===== config.mk =====
export PLATFORM = sky130hd
export DESIGN_NAME = q2e_sqrt
export DESIGN_NICKNAME = d
export VERILOG_FILES = /design/src/sv/q2e_pkg.sv /design/src/sv/q2e_sqrt.sv
export SDC_FILE = /design/constraint.sdc
export NUM_CORES = 2
export LEC_CHECK = 0
export ABC_CLOCK_PERIOD_IN_PS = 5800
export BUFFER_PORTS_ARGS = -buffer_cell sky130_fd_sc_hd__clkbuf_2
export CAP_MARGIN = 20
export CORE_MARGIN = 2
export CORE_UTILIZATION = 40
export DETAILED_ROUTE_END_ITERATION = 8
export GPL_TIMING_DRIVEN = 0
export PLACE_DENSITY = 0.58
export SETUP_SLACK_MARGIN = 0.3
export SLEW_MARGIN = 20
export SYNTH_ARGS = -nofsm -noshare
export SYNTH_HDL_FRONTEND = slang
export SYNTH_SLANG_ARGS = --single-unit

===== constraint.sdc =====
create_clock -name clk -period 5.8 [get_ports clk]
set_input_delay 0.58 -clock clk [delete_from_list [all_inputs] [get_ports clk]]
set_output_delay 0.58 -clock clk [all_outputs]
set_load 0.02 [all_outputs]

===== src/sv/q2e_pkg.sv =====
// shared constants, types and the cordic angle table for the pose-to-angles pipeline
package q2e_pkg;

  localparam int SQRT_STEPS   = 29;
  localparam int CORDIC_STEPS = 22;
  // magnitude, normalize, cordic steps, fold/round
  localparam int ATAN_STAGES  = CORDIC_STEPS + 3;
  // products, sums, square, subtract, root, atan2, output
  localparam int LAT          = 4 + SQRT_STEPS + ATAN_STAGES + 1;
  // operand delay from the sum stage to the atan2 inputs
  localparam int DLY          = SQRT_STEPS + 2;

  localparam logic signed [33:0] ONE_Q28 = 34'sd268435456;
  localparam logic signed [25:0] ANG_90  = 26'sd5898240;
  localparam logic signed [25:0] ANG_180 = 26'sd11796480;

  typedef logic signed [33:0] opnd_t;
  typedef logic signed [25:0] ang_t;

  // words that ride alongside the angle datapath
  typedef struct packed {
    logic        ook;
    logic        pok;
    logic [31:0] px;
    logic [31:0] py;
    logic [31:0] pz;
  } side_t;

  // atan2 operands for the three angles
  typedef struct packed {
    opnd_t s;
    opnd_t yaw_y;
    opnd_t yaw_x;
    opnd_t roll_y;
    opnd_t roll_x;
  } ops_t;

  // atan(2^-i) in 2^-16 degree, rounded to nearest
  function automatic ang_t step_angle(input int i);
    ang_t a;
    case (i)
      0:  a = 26'sd2949120;
      1:  a = 26'sd1740967;
      2:  a = 26'sd919879;
      3:  a = 26'sd466945;
      4:  a = 26'sd234379;
      5:  a = 26'sd117304;
      6:  a = 26'sd58666;
      7:  a = 26'sd29335;
      8:  a = 26'sd14668;
      9:  a = 26'sd7334;
      10: a = 26'sd3667;
      11: a = 26'sd1833;
      12: a = 26'sd917;
      13: a = 26'sd458;
      14: a = 26'sd229;
      15: a = 26'sd115;
      16: a = 26'sd57;
      17: a = 26'sd29;
      18: a = 26'sd14;
      19: a = 26'sd7;
      20: a = 26'sd4;
      21: a = 26'sd2;
      default: a = 26'sd0;
    endcase
    return a;
  endfunction

endpackage


===== src/sv/q2e_sqrt.sv =====
// pipelined restoring integer square root, one result bit per stage
module q2e_sqrt import q2e_pkg::*; (
  input  logic        clk,
  input  logic        en,
  input  logic [56:0] n,
  output logic [28:0] root
);

  logic [57:0] rem_q [1:SQRT_STEPS];
  logic [57:0] res_q [1:SQRT_STEPS];

  genvar k;
  generate
    for (k = 0; k < SQRT_STEPS; k++) begin : g_step
      localparam logic [57:0] BITV = 58'(1) << (2 * (SQRT_STEPS - 1 - k));
      logic [57:0] rem_in, res_in, trial;
      if (k == 0) begin : g_first
        assign rem_in = {1'b0, n};
        assign res_in = '0;
      end else begin : g_rest
        assign rem_in = rem_q[k];
        assign res_in = res_q[k];
      end
      assign trial = res_in + BITV;
      // one compare and subtract per stage
      always_ff @(posedge clk) begin
        if (en) begin
          if (rem_in >= trial) begin
            rem_q[k+1] <= rem_in - trial;
            res_q[k+1] <= (res_in >> 1) + BITV;
          end else begin
            rem_q[k+1] <= rem_in;
            res_q[k+1] <= res_in >> 1;
          end
        end
      end
    end
  endgenerate

  assign root = res_q[SQRT_STEPS][28:0];

endmodule


==> metrics.md <==
| Metric | Value |
|---|---|
| Post-synthesis instance area | `0.0982 mm2` |
| Fraction of layout instances using a drive strength above 1 | `7.61%` |
| Footprint of the flip-flops and latches | `0.0618 mm2` |
| Worst clock skew | `0.138 ns` |
| Final instance area | `0.112 mm2` |
| Start point of the worst hold path | `n[16]` |
| Number of endpoints with negative hold slack in the final report | `0` |
| Proportion of synthesized chip area in sequential cells | `63.0%` |
| Count of warnings emitted by yosys | `0` |
| Asr flop ratio synth | `0%` |
| Total Die Area | `0.249 mm2` |
| Starting density of the core | `40.3%` |
| Cell leakage power | `41.7 nW` |
| Multiplexer share of the synthesized area | `0.946%` |
| Area grow syn2layout | `13.8%` |
| Post-synthesis compound-gate area fraction | `9.13%` |
| Fin nets | `8686` |
| Period utilisation layout | `87.6%` |
| Synthesized-area fraction occupied by adder cells | `5.86%` |
| Number of synthesized register bits | `2059` |
| Met3 wirelength from detailed routing | `12500 um` |
| Fin crit period | `5.08 ns` |
| Dpl cell area | `0.104 mm2` |
| Worst slew pin tran | `1.11 ns` |
| Core footprint | `0.244 mm2` |
| Antenna violations before repair | `10` |
| Filler cells | `21700` |
| Largest net degree at the start of global routing | `61` |
| Setup repair after global routing missed its margin | `false` |
| First-pass iteration count of the detailed router | `8` |
| Cell with the most instances after synthesis | `edfxtp_1` |
| Critical path startpoint | `rem_q[0][1592]$_DFFE_PP_` |
| TritonCTS clock tree | `yes` |
| Largest driver fanout on the critical path | `10` |
| Synthesized area per cell | `12.6 um2` |
| Class of the tightest hold or removal check | `input port to register` |
| R2R cell count | `12` |
| Maximum root-to-sink buffer count | `3` |
| Number of instances in the placed design | `11100` |
| Critical path's slowest cell | `nor4b_2` |
| Arrival time at the worst endpoint | `5.60 ns` |
| Via total after detailed routing | `62500` |
| Top cell type by total area after synthesis | `edfxtp_1` |
| Number of standard-cell rows in the floorplan | `181` |
| Top-Level Pins | `88` |
| RR Startpoint | `rem_q[0][1592]$_DFFE_PP_` |
| Count of pins over their slew limit | `0` |
| First-pass GRT wire length | `370000 um` |
| DR WL met2 | `119000 um` |
| Worst stage delay on the critical path | `0.71 ns` |
| Gpl congestion | `0.933` |
| Combinational family with the most area after synthesis | `simple AND/OR/NAND/NOR gates` |
| Count of routing violations after the opening detailed-route iteration | `5231` |
| Synth cell types | `81` |
| Synthesized-area fraction occupied by and/or/nand/nor cells | `12.0%` |
| Number of clock sinks | `2059` |
| Worst-path clk slew | `0.06 ns` |
| Via count of the first global-routing pass | `61300` |
| Critical path cell sequence | `ha_1, clkbuf_1, nand4_1, nor4b_2, nand2_1, nor4_1, or4_1, a31oi_2, or4_1, a211oi_2, nor4b_1, xor2_1` |
| Element type at the critical path end | `register` |
| Clock Tree Root | `clkbuf_16` |
| Leading cell types by count after synthesis | `edfxtp_1, inv_1, nand2_1, nor2_1, ha_1` |
| Most frequent cell on the critical path | `or4_1` |
| Number of port buffers | `86` |
| Synth Net Count | `8290` |
| Number of setup buffers added after CTS | `0` |
| Nature of the critical path startpoint | `register` |
| Number of buffers inserted during clock tree synthesis | `219` |
| Slew headroom | `25.2%` |
| Antenna viol nets, final | `0` |
| Wirelength, routed | `244000 um` |
| Critical path required time | `6.32 ns` |
| Die X-Extent | `499 um` |
| Number of maximum-capacitance constraint violations | `0` |
| Status | `completed` |
| Critical Setup Path Class | `register to register` |
| Final non-filler cell total | `11600` |
| Depth of the worst hold-timing path | `2` |
| Grt ovf | `0` |
| Primary FF master, synth | `edfxtp_1` |
| Hpwl dp | `188000 um` |
| Total Routing Usage GR | `19.3%` |
| Highest Signal Layer | `met5` |
| Vertical die dimension | `499 um` |
| # H-tree levels | `4` |
| Leading post-synthesis cells by cell area | `edfxtp_1, ha_1, xor2_1` |
| Average vias per placed instance | `5.40` |
| Wire length on met1 | `105000 um` |
| Post-synthesis cell count | `7771` |
| Multi-input gate area in the final layout | `0.0337 mm2` |
| Post-synth top area share | `63.0%` |
| Post-Synth XOR/XNOR Area | `6.31%` |
| Avg WL per Cell | `21.1 um` |
| Latest clock arrival within the worst-skew pair | `0.95 ns` |
| Final setup violation count | `0` |
| Number of enable flip-flop cells after synthesis | `2059` |
| IR Drop Worst-Case VDD | `0.332 mV` |
| DRC errors left | `0` |
| Cell area power density | `384 mW/mm2` |
| Max frequency | `197 MHz` |
worst paths after layout:
check	end	slack [ns]
setup / recovery	rem_q[0][1676]$_DFFE_PP_	0.72
hold / removal	rem_q[0][74]$_DFFE_PP_	0.34
setup reg to reg	rem_q[0][1676]$_DFFE_PP_	0.72
hold reg to reg	rem_q[0][667]$_DFFE_PP_	0.39
cell families (layout without fill, tap and decap cells):
| group | after synthesis | in the layout |
|---|---|---|
| and+or+nand+nor | 2304 | 2304 |
| DFF | 2059 | 2059 |
| AOI/OAI and AO/OA | 1435 | 1435 |
| buffers and inverters | 722 | 1305 |
| xor gates and xnor gates | 707 | 707 |
| adders and majority gates | 460 | 460 |
| muxes | 84 | 84 |
| other | 0 | 1 |
metal layers:
layer  global-route usage (%)  vias up
met4                     5.91        2
met5                        0        -
met3                     3.03      356
met1                     25.1    30600
li1                         -    29800
met2                     33.1     1662
what timing repair did:
action,CTS,global route
hold buffers,57,0
resized for setup,0,0
endpoints found under the hold margin,59,0
where the power goes:
part / internal, W / leakage, nW / switching (W)
clock: 0.00834 / 3.61 / 0.00602
sequential: 0.0188 / 19.8 / 0.00147
combinational: 0.00332 / 18.3 / 0.00492
total: 0.0304 / 41.7 / 0.0124
critical path, delay by kind of cell (launching register included):
family / cells / cell delay (ns)
DFF: 1 / 0.42
xor gates and xnor gates: 1 / 0.12
buffers and inverters: 1 / 0.26
and+or+nand+nor: 7 / 3.02
AOI/OAI and AO/OA: 2 / 0.65
adders and majority gates: 1 / 0.30
per-stage QoR:
stage          utilization [%]  TNS [ns]  hold slack (ns)  power [W]  setup slack, ns
2_1_floorplan                -         0            0.417     0.0259             1.13
3_3_place_gp              42.1  -7354.51            0.430     0.0285            -4.21
3_5_place_dp              42.5         0            0.432     0.0286            0.531
4_1_cts                   45.8         0            0.262     0.0431            0.463
5_1_grt                   45.8         0            0.300     0.0449            0.415
6_report                  45.8         0            0.338     0.0428            0.720
final cells by class:
type | count | area share [%]
Tap cell | 3202 | 3.59
Multi-Input combinational cell | 4990 | 30.2
Buffer | 163 | 0.653
Clock buffer | 257 | 5.04
Timing Repair Buffer | 175 | 1.58
Sequential cell | 2059 | 55.4
Antenna cell | 1 | 0.00224
Clock inverter | 151 | 1.72
Inverter | 559 | 1.88
registers in the layout, indices dropped and copies added (netlist names):
| name | flops |
|---|---|
| rem_q | 1624 |
| res_q | 435 |
placed cells by master (no fill, tap or decap), types with 44 or more instances in the layout:
| cell type | n |
|---|---|
| clkbuf_1 | 158 |
| nor3_1 | 230 |
| clkbuf_2 | 91 |
| or4_1 | 59 |
| nand2_1 | 557 |
| nand4_1 | 113 |
| nor2b_1 | 68 |
| ha_1 | 460 |
| inv_1 | 557 |
| nand3_1 | 135 |
| o21ai_0 | 421 |
| nand2b_1 | 99 |
| edfxtp_1 | 2059 |
| mux2_2 | 70 |
| nor2_1 | 476 |
| or3_1 | 94 |
| a21o_1 | 193 |
| o21bai_1 | 44 |
| clkbuf_16 | 219 |
| a21oi_1 | 371 |
| dlygate4sd3_1 | 57 |
| nor4_1 | 247 |
| xnor2_1 | 333 |
| o21a_1 | 87 |
| xor2_1 | 374 |
(Power assumes the default switching activity.)
